<file path="config.mk">
export PLATFORM = sky130hd
export DESIGN_NAME = ppdt_ctrl
export DESIGN_NICKNAME = d
export VERILOG_FILES = /design/src/rtl/core/ppdt_pkg.sv /design/src/rtl/core/ppdt_ctrl.sv
export SDC_FILE = /design/constraint.sdc
export NUM_CORES = 1
export LEC_CHECK = 0
export ABC_AREA = 1
export BUFFER_PORTS_ARGS = -buffer_cell sky130_fd_sc_hd__buf_2
export CAP_MARGIN = 40
export CORE_MARGIN = 2
export CORE_UTILIZATION = 25
export CTS_BUF_LIST = sky130_fd_sc_hd__clkbuf_16
export CTS_CLUSTER_DIAMETER = 200
export DETAILED_ROUTE_END_ITERATION = 8
export PLACE_DENSITY = 0.58
export SYNTH_ARGS = -nofsm -noshare
export SYNTH_HDL_FRONTEND = slang
export SYNTH_SLANG_ARGS = --single-unit
export TNS_END_PERCENT = 20
</file>
<file path="constraint.sdc">
create_clock -name clk -period 0.9 [get_ports clk]
set_input_delay 0 -clock clk [delete_from_list [all_inputs] [get_ports clk]]
set_output_delay 0 -clock clk [all_outputs]
set_load 0.02 [all_outputs]
</file>
<file path="src/rtl/core/ppdt_pkg.sv">
// Shared types, sizes and codes for the palette pixel dedup table.
package ppdt_pkg;

  localparam int PALETTE_DEPTH = 256;
  localparam int ADDR_W        = $clog2(PALETTE_DEPTH);
  localparam int CNT_W         = $clog2(PALETTE_DEPTH + 1);
  localparam int LEVEL_W       = 8;
  localparam int PIXEL_W       = 32;
  localparam int NUM_PRIM      = 3;

  localparam logic [1:0] REG_RED_MASK   = 2'd0;
  localparam logic [1:0] REG_GREEN_MASK = 2'd1;
  localparam logic [1:0] REG_BLUE_MASK  = 2'd2;

  localparam logic OP_ADD  = 1'b0;
  localparam logic OP_READ = 1'b1;

  localparam logic [1:0] SEL_RED   = 2'd0;
  localparam logic [1:0] SEL_GREEN = 2'd1;
  localparam logic [1:0] SEL_BLUE  = 2'd2;

  typedef enum logic [2:0] {
    STAT_ADDED     = 3'd0,
    STAT_MERGED    = 3'd1,
    STAT_DROPPED   = 3'd2,
    STAT_READ_OOR  = 3'd3,
    STAT_READ_OK   = 3'd4
  } ppdt_status_t;

  typedef enum logic [1:0] {
    RES_ADDED   = 2'd0,
    RES_MERGED  = 2'd1,
    RES_DROPPED = 2'd2,
    RES_READ    = 2'd3
  } ppdt_res_kind_t;

  typedef enum logic [1:0] {
    RUN_SEEK = 2'd0,
    RUN_IN   = 2'd1,
    RUN_DONE = 2'd2
  } ppdt_run_t;

  typedef enum logic [2:0] {
    ST_IDLE    = 3'd0,
    ST_PACK    = 3'd1,
    ST_PIXEL   = 3'd2,
    ST_SCAN    = 3'd3,
    ST_WRITE   = 3'd4,
    ST_RD_ADDR = 3'd5,
    ST_RD_DATA = 3'd6,
    ST_DONE    = 3'd7
  } ppdt_state_t;

  typedef struct packed {
    logic           item_load;
    logic           pack_clr;
    logic           pack_en;
    logic           pixel_load;
    logic           scan_clr;
    logic           scan_en;
    logic           rd_item;
    logic           write_en;
    logic           res_load;
    ppdt_res_kind_t res_kind;
    logic           out_load;
  } ppdt_cmd_t;

  typedef struct packed {
    logic pack_done;
    logic hit;
    logic miss;
    logic full;
    logic out_free;
  } ppdt_stat_t;

endpackage

</file>
<file path="src/rtl/core/ppdt_ctrl.sv">
// Sequencer for add and read items of the palette table.
module ppdt_ctrl (
  input  logic                clk,
  input  logic                rst_n,
  input  logic                in_valid,
  input  logic                in_opcode,
  output logic                in_ready,
  input  ppdt_pkg::ppdt_stat_t stat,
  output ppdt_pkg::ppdt_cmd_t  cmd
);

  import ppdt_pkg::*;

  ppdt_state_t state_r;
  ppdt_state_t state_nxt;

  always_ff @(posedge clk) begin
    if (!rst_n) begin
      state_r <= ST_IDLE;
    end else begin
      state_r <= state_nxt;
    end
  end

  always_comb begin
    state_nxt = state_r;
    cmd       = '0;
    in_ready  = 1'b0;
    case (state_r)
      ST_IDLE: begin
        in_ready = 1'b1;
        if (in_valid) begin
          cmd.item_load = 1'b1;
          cmd.pack_clr  = 1'b1;
          cmd.scan_clr  = 1'b1;
          state_nxt     = (in_opcode == OP_READ) ? ST_RD_ADDR : ST_PACK;
        end
      end
      ST_PACK: begin
        if (stat.pack_done) begin
          state_nxt = ST_PIXEL;
        end else begin
          cmd.pack_en = 1'b1;
        end
      end
      ST_PIXEL: begin
        cmd.pixel_load = 1'b1;
        state_nxt      = ST_SCAN;
      end
      ST_SCAN: begin
        if (stat.hit) begin
          cmd.res_load = 1'b1;
          cmd.res_kind = RES_MERGED;
          state_nxt    = ST_DONE;
        end else if (stat.miss) begin
          if (stat.full) begin
            cmd.res_load = 1'b1;
            cmd.res_kind = RES_DROPPED;
            state_nxt    = ST_DONE;
          end else begin
            state_nxt = ST_WRITE;
          end
        end else begin
          cmd.scan_en = 1'b1;
        end
      end
      ST_WRITE: begin
        cmd.write_en = 1'b1;
        cmd.res_load = 1'b1;
        cmd.res_kind = RES_ADDED;
        state_nxt    = ST_DONE;
      end
      ST_RD_ADDR: begin
        cmd.rd_item = 1'b1;
        state_nxt   = ST_RD_DATA;
      end
      ST_RD_DATA: begin
        cmd.res_load = 1'b1;
        cmd.res_kind = RES_READ;
        state_nxt    = ST_DONE;
      end
      ST_DONE: begin
        if (stat.out_free) begin
          cmd.out_load = 1'b1;
          state_nxt    = ST_IDLE;
        end
      end
      default: begin
        state_nxt = ST_IDLE;
      end
    endcase
  end

endmodule

</file>
==> qor.yml <==
outcome:
  run_status: "finished with violations"
  failed_checks: "negative setup slack"
power_and_ir_drop:
  power_per_cell_area_nw_per_um2: 3500
  power.share.clock_pct: 26.2
  combPwrFrac_pct: 60.4
  cell_internal_pwr_w: 0.00149
  vdd_drop_max_mv: 1.40
  switching_power_share_of_the_total_pct: 42.7
  seq_power_share_pct: 13.4
  power.switching_w: 0.00111
  p_leak_nw: 0.419
synthesis:
  number_of_warning_messages_in_the_yosys_log: 0
  cell_type_contributing_the_most_total_cell_area_after_synthesis: "sky130_fd_sc_hd__dfxtp_1"
  synth-edff-count: 0
  seq_area_frac_synth_pct: 16.7
  ys_types: 18
  postSynth.topFlopCell: "sky130_fd_sc_hd__dfxtp_1"
  synth_async_sr_flop_share_pct: 0
  post_synth_inst_count: 60
  post-synth-top-area-fraction_pct: 16.7
  yosys-top-cells-count: "10 x sky130_fd_sc_hd__nand2_1, 10 x sky130_fd_sc_hd__nor2_1, 8 x sky130_fd_sc_hd__inv_1"
  synth_area_um2: 360
  mappedNetlistNets: 69
  synth_register_bits: 3
  post_synth.cell_area_avg_um2: 6.01
  netlist_top_cells_area: "sky130_fd_sc_hd__dfxtp_1 17%, sky130_fd_sc_hd__nand2_1 10%, sky130_fd_sc_hd__nor2_1 10%"
global_route:
  vias_in_the_first_global_route: 446
  gr-total-overflow: 0
  grt_pass1_wl_mm: 1.79
  total_global_route_track_usage_pct: 13.0
  largest_net_degree_at_the_start_of_global_routing: 6
  antenna_violations_before_repair: 0
place:
  port_buffers: 21
  gp_congestion: 0.789
  place_worst_setup_slack_ns: -0.238
  total_instance_count_after_detailed_placement: 103
  detailedPlacementHpwl_um: 762
sta:
  report.final.hold_viol_count: 0
  timing.max_slew.rel_slack_pct: 83.6
  max_clock_freq_ghz: 0.853
  finalCritPeriodShare_pct: 130
  post-route-worst-setup-slack_ns: -0.273
  whs_ns: 0.0174
  final_setup_violations: 16
  final.min_clock_period_ns: 1.17
  worst_pin_slew_ns: 0.245
  skew_ns: 0.000788
  setup_repair_after_global_routing_missed_its_margin: "yes"
  timing.final.max_slew_violations: 0
cells_and_area:
  nNetsFinal: 105
  final_cell_count_no_fill: 110
  finish.utilization_pct: 56.6
  regMostFlops: "state_r"
  area.growth.synth_to_final_pct: 107
  post_route_cells_drive_above_1_share_pct: 68.4
  antenna-diode-count: 0
  reg.largest.list: "state_r: 3 flops"
  max_reg_flops: 3
clocking:
  cts_tree: "built"
  clock_tree.root_cell: "sky130_fd_sc_hd__clkbuf_16"
  clkTransAtPathRegs_ns: 0.03
  tritoncts_num_sinks: 3
  ctsHtreeMaxLevel: 1
  clock_latency_ns: 0.22
  numCtsBuffers: 3
  clock_tree.buffer_depth: 2
detailed_routing:
  routed-via-count: 475
  route.detailed.wl_per_inst_um: 10.0
  drt_iter0_drc: 10
  routed_wirelength_mm: 1.11
  pre_repair_dr_iteration_count: 4
  drt-vias-per-instance: 4.32
  detail_route.drc_violations: 0
  postRouteAntennaNets: 0
worst_setup_path:
  timing.reg2reg.worst_path_depth: 7
  timing.critical_path.to_type: "primary output"
  start_kind: "flip-flop"
  register_to_register_setup_slack_ns: -0.23
  crit_arrival_ns: 1.17
  timing_worst_setup_path_type: "reg -> out"
  crit_path_max_fanout: 5
  required_ns: 0.90
job:
  cap_viol_max_count: 0
floorplan:
  die_y_um: 42.0
  design.portCount: 22
  floorplan.die_area_um2: 1760
  placement_rows: 13
  core_area_um2: 1320
  initial_utilization_pct: 27.4
  die-width_um: 42.0
worst_hold_path:
  hold_path.class: "in -> reg"
  min_path_cells: 3
==> worst max-delay path: stages, from the launching register on <==
cell                      delay [ns]
sky130_fd_sc_hd__dfxtp_4        0.37
sky130_fd_sc_hd__nand2_4        0.07
sky130_fd_sc_hd__nor2_4         0.12
sky130_fd_sc_hd__inv_4          0.07
sky130_fd_sc_hd__o31ai_4        0.18
sky130_fd_sc_hd__buf_6          0.15
==> cells by family after synthesis <==
kind of cell           synth area share (%)
AO/OA/AOI/OAI                          10.1
buffers and inverters                  20.8
flip-flops                             16.7
AND/OR/NAND/NOR                        52.4
==> what timing repair did <==
item	CTS	global route
pin swaps	5	2
hold buffers	0	0
resized for setup	26	4
setup buffers	3	0
endpoints found under the setup margin	16	16
==> layout make-up <==
cell class	count	area, µm²
clock buffers	3	75.1
clock inverters	1	3.75
fillers	124	572
well taps	15	18.8
inverters	11	46.3
repair buffers	35	255
multi-input cells	42	275
flip-flops and latches	3	71.3
==> power by group through the flow <==
stage | clock network, W | logic, W | registers, W
final | 0.000682 | 0.00157 | 0.000350
after global routing | 0.000716 | 0.00170 | 0.000362
after CTS | 0.000689 | 0.00154 | 0.000343
after detailed placement | 0 | 0.00131 | 0.000296
after global placement | 0 | 0.00130 | 0.000295
after floorplan | 0 | 0.00106 | 0.000225
==> final timing paths <==
path,end,startpoint
setup / recovery,cmd[3],state_r[1]$_SDFFE_PN0P_
hold / removal,state_r[2]$_SDFFE_PN0P_,rst_n
setup reg to reg,state_r[0]$_SDFFE_PN0P_,state_r[1]$_SDFFE_PN0P_
hold reg to reg,state_r[1]$_SDFFE_PN0P_,state_r[1]$_SDFFE_PN0P_
==> metrics by stage <==
step                setup TNS, ns  cell area (µm²)  total power, W
floorplan                   -1.01              388         0.00128
global placement            -1.64              557         0.00160
detailed placement          -1.68              557         0.00161
CTS                         -3.33              729         0.00257
global route                -4.14              746         0.00277
finish                      -3.28              746         0.00261
==> cell usage in the layout (no fill, tap or decap) <==
cell type / Yosys / routed
sky130_fd_sc_hd__a21oi_2: 1 / 1
sky130_fd_sc_hd__buf_2: 0 / 12
sky130_fd_sc_hd__buf_4: 3 / 17
sky130_fd_sc_hd__buf_6: 1 / 6
sky130_fd_sc_hd__clkbuf_16: 0 / 3
sky130_fd_sc_hd__dfxtp_4: 0 / 3
sky130_fd_sc_hd__inv_1: 8 / 8
sky130_fd_sc_hd__inv_2: 3 / 2
sky130_fd_sc_hd__inv_4: 0 / 2
sky130_fd_sc_hd__nand2_1: 10 / 7
sky130_fd_sc_hd__nand2_2: 5 / 7
sky130_fd_sc_hd__nand2_4: 0 / 1
sky130_fd_sc_hd__nand3_1: 3 / 3
sky130_fd_sc_hd__nand3_2: 1 / 1
sky130_fd_sc_hd__nand4_1: 1 / 1
sky130_fd_sc_hd__nor2_1: 10 / 9
sky130_fd_sc_hd__nor2_2: 3 / 3
sky130_fd_sc_hd__nor2_4: 2 / 3
sky130_fd_sc_hd__nor3_2: 0 / 2
sky130_fd_sc_hd__o21bai_1: 1 / 1
sky130_fd_sc_hd__o22ai_1: 2 / 1
sky130_fd_sc_hd__o22ai_2: 0 / 1
sky130_fd_sc_hd__o31ai_4: 0 / 1
==> metal layers <==
metal  track usage, %  up-vias  routed length [µm]
li1                 -      254                   -
met1             15.8      201                 508
met2             21.6       18                 522
met3             3.04        2                  59
met4             5.81        0                  14
met5                0        -                   0
(Power assumes the default switching activity.)
